$ cat src/hw/rtl/vfm_pkg.sv
`timescale 1ns / 1ps
// ----------------------------------------------------------------------------
// vfm_pkg: shared definitions for the voxel face mesher
// Field widths, item and register codes, controller state, command/status
// bundles, the colour table and the corner offset table.
// ----------------------------------------------------------------------------
package vfm_pkg;

   // field widths
   localparam int CoordW    = 5;
   localparam int KindW     = 4;
   localparam int ModeW     = 2;
   localparam int VertexW   = 18;
   localparam int ColorW    = 24;
   localparam int SlotW     = 20;
   localparam int SideW     = 3;
   localparam int SideCount = 6;
   localparam int CornerW   = 2;
   localparam int CsrIndexW = 2;
   localparam int AddrW     = 3 * CoordW;
   localparam int VolDepth  = 1 << AddrW;
   localparam int ProbeW    = 3;

   // largest usable extent per axis and the bound below which a block type has a colour
   localparam logic [CoordW-1:0] MaxDim     = CoordW'(31);
   localparam int                ColorCount = 9;
   localparam logic [CoordW-1:0] SizeReset  = CoordW'(16);

   // item modes
   localparam logic [ModeW-1:0] MODE_WRITE   = 2'd0;
   localparam logic [ModeW-1:0] MODE_EMIT    = 2'd1;
   localparam logic [ModeW-1:0] MODE_RESTART = 2'd2;

   // register indexes
   localparam logic [CsrIndexW-1:0] CSR_SIZE_X = 2'd0;
   localparam logic [CsrIndexW-1:0] CSR_SIZE_Y = 2'd1;
   localparam logic [CsrIndexW-1:0] CSR_SIZE_Z = 2'd2;

   // faces, in emission order
   localparam logic [SideW-1:0] SIDE_BOTTOM = 3'd0;
   localparam logic [SideW-1:0] SIDE_TOP    = 3'd1;
   localparam logic [SideW-1:0] SIDE_WEST   = 3'd2;
   localparam logic [SideW-1:0] SIDE_EAST   = 3'd3;
   localparam logic [SideW-1:0] SIDE_FRONT  = 3'd4;
   localparam logic [SideW-1:0] SIDE_BACK   = 3'd5;

   // probe step at which the last neighbour has been captured
   localparam logic [ProbeW-1:0] PROBE_LAST = ProbeW'(SideCount);

   typedef enum logic [2:0] {
      ST_CLEAR,
      ST_IDLE,
      ST_CHECK,
      ST_PROBE,
      ST_EMIT
   } vfm_state_type;

   // controller to datapath
   typedef struct packed {
      logic accept;
      logic clear_step;
      logic check;
      logic probe;
      logic load;
   } vfm_cmd_type;

   // datapath to controller
   typedef struct packed {
      logic clear_done;
      logic start_emit;
      logic type_zero;
      logic boundary;
      logic probe_done;
      logic mask_empty;
      logic out_free;
      logic last_vertex;
   } vfm_stat_type;

   // clamp a size register to the usable extent
   function automatic logic [CoordW-1:0] eff_size(input logic [CoordW-1:0] size);
      eff_size = (size > MaxDim) ? MaxDim : size;
   endfunction

   // packed colour r | g<<8 | b<<16; types without a colour give zero
   function automatic logic [ColorW-1:0] kind_color(input logic [KindW-1:0] kind);
      logic [ColorW-1:0] rgb;
      case (kind)
         4'd1:    rgb = 24'h008200;
         4'd2:    rgb = 24'h820000;
         4'd3:    rgb = 24'h000082;
         4'd4:    rgb = 24'h0085FF;
         4'd5:    rgb = 24'h00B4B4;
         4'd6:    rgb = 24'hC8C800;
         4'd7:    rgb = 24'h336699;
         4'd8:    rgb = 24'hFFFFFF;
         default: rgb = '0;
      endcase
      if (32'(kind) >= ColorCount) begin
         rgb = '0;
      end
      kind_color = rgb;
   endfunction

   // corner offset {dx, dy, dz} for one face and corner
   function automatic logic [2:0] corner_offset(input logic [SideW-1:0] side,
                                                input logic [CornerW-1:0] corner);
      logic [11:0] row;
      case (side)
         SIDE_BOTTOM: row = {3'b001, 3'b101, 3'b100, 3'b000};
         SIDE_TOP:    row = {3'b110, 3'b111, 3'b011, 3'b010};
         SIDE_WEST:   row = {3'b101, 3'b111, 3'b110, 3'b100};
         SIDE_EAST:   row = {3'b010, 3'b011, 3'b001, 3'b000};
         SIDE_FRONT:  row = {3'b100, 3'b110, 3'b010, 3'b000};
         SIDE_BACK:   row = {3'b011, 3'b111, 3'b101, 3'b001};
         default:     row = '0;
      endcase
      corner_offset = row[corner*3 +: 3];
   endfunction

endpackage

$ cat src/hw/rtl/vfm_ctrl.sv
`timescale 1ns / 1ps
// ----------------------------------------------------------------------------
// vfm_ctrl: sequencer of the voxel face mesher
// Steps through the clearing pass, item intake, voxel check, neighbour
// probes and vertex emission, driving the datapath by command bundle.
// ----------------------------------------------------------------------------
module vfm_ctrl import vfm_pkg::*; (
   input  logic         clock,
   input  logic         reset,
   input  logic         req_valid,
   output logic         req_ready,
   input  vfm_stat_type stat,
   output vfm_cmd_type  cmd
);

   vfm_state_type state_ff;
   vfm_state_type state_in;

   // next state
   always_comb begin
      state_in = state_ff;
      unique case (state_ff)
         ST_CLEAR: begin
            if (stat.clear_done) state_in = ST_IDLE;
         end
         ST_IDLE: begin
            if (req_valid && stat.start_emit) state_in = ST_CHECK;
         end
         ST_CHECK: begin
            if (stat.type_zero)     state_in = ST_IDLE;
            else if (stat.boundary) state_in = ST_EMIT;
            else                    state_in = ST_PROBE;
         end
         ST_PROBE: begin
            if (stat.probe_done) state_in = ST_EMIT;
         end
         ST_EMIT: begin
            if (stat.mask_empty)                            state_in = ST_IDLE;
            else if (stat.out_free && stat.last_vertex)     state_in = ST_IDLE;
         end
         default: state_in = ST_CLEAR;
      endcase
   end

   // outputs
   always_comb begin
      cmd       = '0;
      req_ready = 1'b0;
      unique case (state_ff)
         ST_CLEAR: cmd.clear_step = 1'b1;
         ST_IDLE: begin
            req_ready  = 1'b1;
            cmd.accept = req_valid;
         end
         ST_CHECK: cmd.check = 1'b1;
         ST_PROBE: cmd.probe = 1'b1;
         ST_EMIT:  cmd.load  = !stat.mask_empty && stat.out_free;
         default: begin
            cmd       = '0;
            req_ready = 1'b0;
         end
      endcase
   end

   // hold state
   always_ff @(posedge clock) begin
      if (reset) begin
         state_ff <= ST_CLEAR;
      end else begin
         state_ff <= state_in;
      end
   end

`ifndef SYNTH
   // reset always restarts the clearing pass
   assert property (@(posedge clock) reset |=> state_ff == ST_CLEAR)
      else $error("vfm_ctrl: reset did not enter the clearing pass");

   // a vertex is loaded only with a face pending and the output slot free
   assert property (@(posedge clock) disable iff (reset)
      cmd.load |-> (!stat.mask_empty && stat.out_free))
      else $error("vfm_ctrl: vertex load without pending face or free slot");
`endif

endmodule

$ cat config.mk
export PLATFORM = sky130hd
export DESIGN_NAME = vfm_ctrl
export DESIGN_NICKNAME = d
export VERILOG_FILES = /design/src/hw/rtl/vfm_pkg.sv /design/src/hw/rtl/vfm_ctrl.sv
export SDC_FILE = /design/constraint.sdc
export NUM_CORES = 1
export LEC_CHECK = 0
export BUFFER_PORTS_ARGS = -buffer_cell sky130_fd_sc_hd__buf_4
export CAP_MARGIN = 20
export CORE_AREA = 3 3 40 42
export DETAILED_ROUTE_END_ITERATION = 6
export DIE_AREA = 0 0 43 45
export HOLD_SLACK_MARGIN = 0.08
export PLACE_DENSITY_LB_ADDON = 0.2
export SLEW_MARGIN = 20
export SYNTH_ARGS = -nofsm -noshare
export SYNTH_HDL_FRONTEND = slang
export SYNTH_SLANG_ARGS = --single-unit
$ cat constraint.sdc
create_clock -name clock -period 1.4 [get_ports clock]
set_input_delay 0.28 -clock clock [delete_from_list [all_inputs] [get_ports clock]]
set_output_delay 0.28 -clock clock [all_outputs]
set_load 0.05 [all_outputs]
==> impl_metrics.py <==
metrics = {
    "floorplanning": {
        "die_height_um": 45,
        "core_um2": 1280,
        "initial_utilization_pct": 20.2,
        "dieArea_um2": 1940,
        "fp-row-count": 13,
        "die_w_um": 43,
        "io_pins": 17,
    },
    "yosys": {
        "yosysWarnings": 0,
        "synth_edf_count": 0,
        "ys_ff_latch": 3,
        "syn_avg_cell_area_um2": 7.62,
        "ys_seq_area_share_pct": 23.2,
        "synth_area_leaders": "dfxtp_1, and2_1, nor2b_1, a21oi_1, nand2_1",
        "yosys.area.top_type": "dfxtp_1",
        "syn_nets": 45,
        "ys_async_sr_fraction_pct": 0,
        "syn-cell-area_um2": 259,
        "dominantRegCellSynth": "dfxtp_1",
        "synth.distinct_cells": 20,
        "synth.top_cell.area_share_pct": 23.2,
        "synthesis.instances": 34,
    },
    "setup_path": {
        "path_cells": "nor4b_4, and2_4, buf_8",
        "critPathBufInv": 1,
        "crit_family": "simple AND/OR/NAND/NOR gates",
        "startpoint_type": "flip-flop",
        "cp.depth": 3,
        "rr_worst_depth": 4,
        "cp_data_required_time_ps": 1120,
        "worstSetupEndpointType": "output port",
        "r2r_slack_ps": 270,
        "crit_start": "state_ff[1]",
        "crit_end": "cmd[0]",
        "cpPeakStageDelay_ps": 370,
        "crit_type": "reg -> out",
        "cp_max_fo": 8,
        "critPathSlowestCell": "dfxtp_4",
        "r2r-start": "state_ff[0]",
        "rr_endpoint": "state_ff[0]",
        "cp.arrival_ps": 1150,
    },
    "clock_network": {
        "htree_levels": 1,
        "cts_tree": "done",
        "clockRootBuffer": "clkbuf_4",
        "cts.sinks": 3,
        "clk_pin_slew_ps": 40,
        "cts_buffers": 3,
        "cts_buffer_depth": 2,
        "insertion_delay_ps": 230,
    },
    "sta": {
        "max-slew-margin-rel_pct": 85.7,
        "grt_setup_unrepaired": "yes",
        "worst_pin_slew_ps": 214,
        "clock.fmax_ghz": 0.699,
        "finalCritPeriodShare_pct": 102,
        "maxSlewViolCount": 0,
        "skew_ps": 2.92,
        "tns_ps": -33.5,
        "setup_viol": 3,
        "fin_ws_ps": -31.3,
        "fin_crit_ps": 1430,
        "whs_ps": 213,
        "finalHoldViolations": 0,
    },
    "placed_design": {
        "gp_congestion": 0.671,
        "numPortBuffers": 16,
        "place_ws_ps": 31.5,
        "hpwl_um": 598,
    },
    "drt": {
        "detail_route.iter0.violations": 2,
        "first_pass_iters": 3,
        "avgRoutedWirePerCell_um": 10.1,
        "drtAntennaViolNets": 0,
        "viasPerCell": 4.31,
        "drt-total-wl_um": 760,
        "vias": 323,
        "drcViolationCount": 0,
    },
    "global_routing": {
        "grt_usage_pct": 9.99,
        "overflow": 0,
        "grt_max_degree": 11,
        "grt_pass1_wl_mm": 1.45,
        "antenna_found_initial": 0,
        "grt_pass1_vias": 332,
    },
    "power_and_ir_drop": {
        "pwr-share-seq_pct": 23.7,
        "internal_power_uw": 272,
        "p_sw_uw": 129,
        "swShare_pct": 32.2,
        "power_frac_clock_pct": 37.4,
        "leakage_uw": 0.000236,
        "ir_worst_vdd_mv": 0.401,
        "pwr-share-comb_pct": 38.9,
        "pwr_density_cell_nw_per_um2": 730,
    },
    "final_layout": {
        "reg_top3": "state_ff x3",
        "area_growth_pct": 112,
        "largest_reg_flops": 3,
        "nets": 72,
        "fillCellCount": 141,
        "top_register": "state_ff",
        "layout-drive-gt1-share_pct": 61.7,
        "n_antenna_cell": 0,
    },
    "flow_run": {
        "maxCapViolCount": 0,
    },
    "status": {
        "violations": "setup timing",
        "outcome": "finished, violations left",
    },
    "worst_hold_path": {
        "min_path_type": "in -> reg",
    },
}
through the flow:
step                cell area (um2)  utilization [%]  instances  total power (uW)
floorplan                       273                -         34               183
global placement                430             33.5         68               231
detailed placement              430             33.5         68               230
CTS                             508             39.5         73               405
global route                    549             42.7         75               425
finish                          549             42.7         75               401
how the worst min path moves through the flow:
stage / start / to / depth (start not counted)
global placement: reset / state_ff[1] / 2
finish: reset / state_ff[2] / 2
detailed placement: reset / state_ff[2] / 2
floorplan: reset / state_ff[1] / 1
CTS: reset / state_ff[2] / 2
global route: reset / state_ff[2] / 2
final cells by class:
type | instances | area [um2] | area share, %
Clock buffer | 4 | 26.3 | 4.78
Inverter | 2 | 7.51 | 1.37
Multi-Input combinational cell | 28 | 221 | 40.3
Sequential cell | 3 | 68.8 | 12.5
Tap cell | 15 | 18.8 | 3.42
Timing Repair Buffer | 23 | 206 | 37.6
cell usage after synthesis (2+ instances only):
cell / count
o21ai_1: 2
inv_1: 2
nor2_1: 2
dfxtp_1: 3
and2_1: 3
a21oi_1: 3
nand2_1: 4
nor2b_1: 3
per-layer routing:
| metal | share of wire [%] | up-vias | global-route usage, % |
|---|---|---|---|
| met1 | 41 | 146 | 12.8 |
| met2 | 54 | 7 | 15.3 |
| met5 | 0 | - | 0 |
| li1 | - | 170 | - |
| met4 | 0 | 0 | 7.23 |
| met3 | 4.9 | 0 | 1.59 |
kinds of logic after synthesis:
logic type / synth area share [%]
AO/OA/AOI/OAI: 20.3
buffers and inverters: 7.25
AND/OR/NAND/NOR: 49.3
flip-flops: 23.2
power by group through the flow:
| stage | Clock, uW | Sequential [uW] | Combinational (uW) |
|---|---|---|---|
| global route | 158 | 96.1 | 170 |
| detailed placement | 0 | 98.4 | 132 |
| global placement | 0 | 98.1 | 133 |
| floorplan | 0 | 98.0 | 84.9 |
| finish | 150 | 95.1 | 156 |
| CTS | 163 | 97.1 | 145 |
cells in the final DEF, fill, tap and decap left out, types with 3 or more instances in the layout:
cell       n
nand2_1    4
a21oi_1    3
buf_6      3
buf_4     17
clkbuf_4   3
buf_8      3
timing repair:
item	CTS	global route
setup buffers	1	2
hold buffers	0	0
endpoints found under the setup margin	5	5
resized for setup	13	6
pin swaps	3	3
Note: power is estimated with default switching activity, not from simulation.
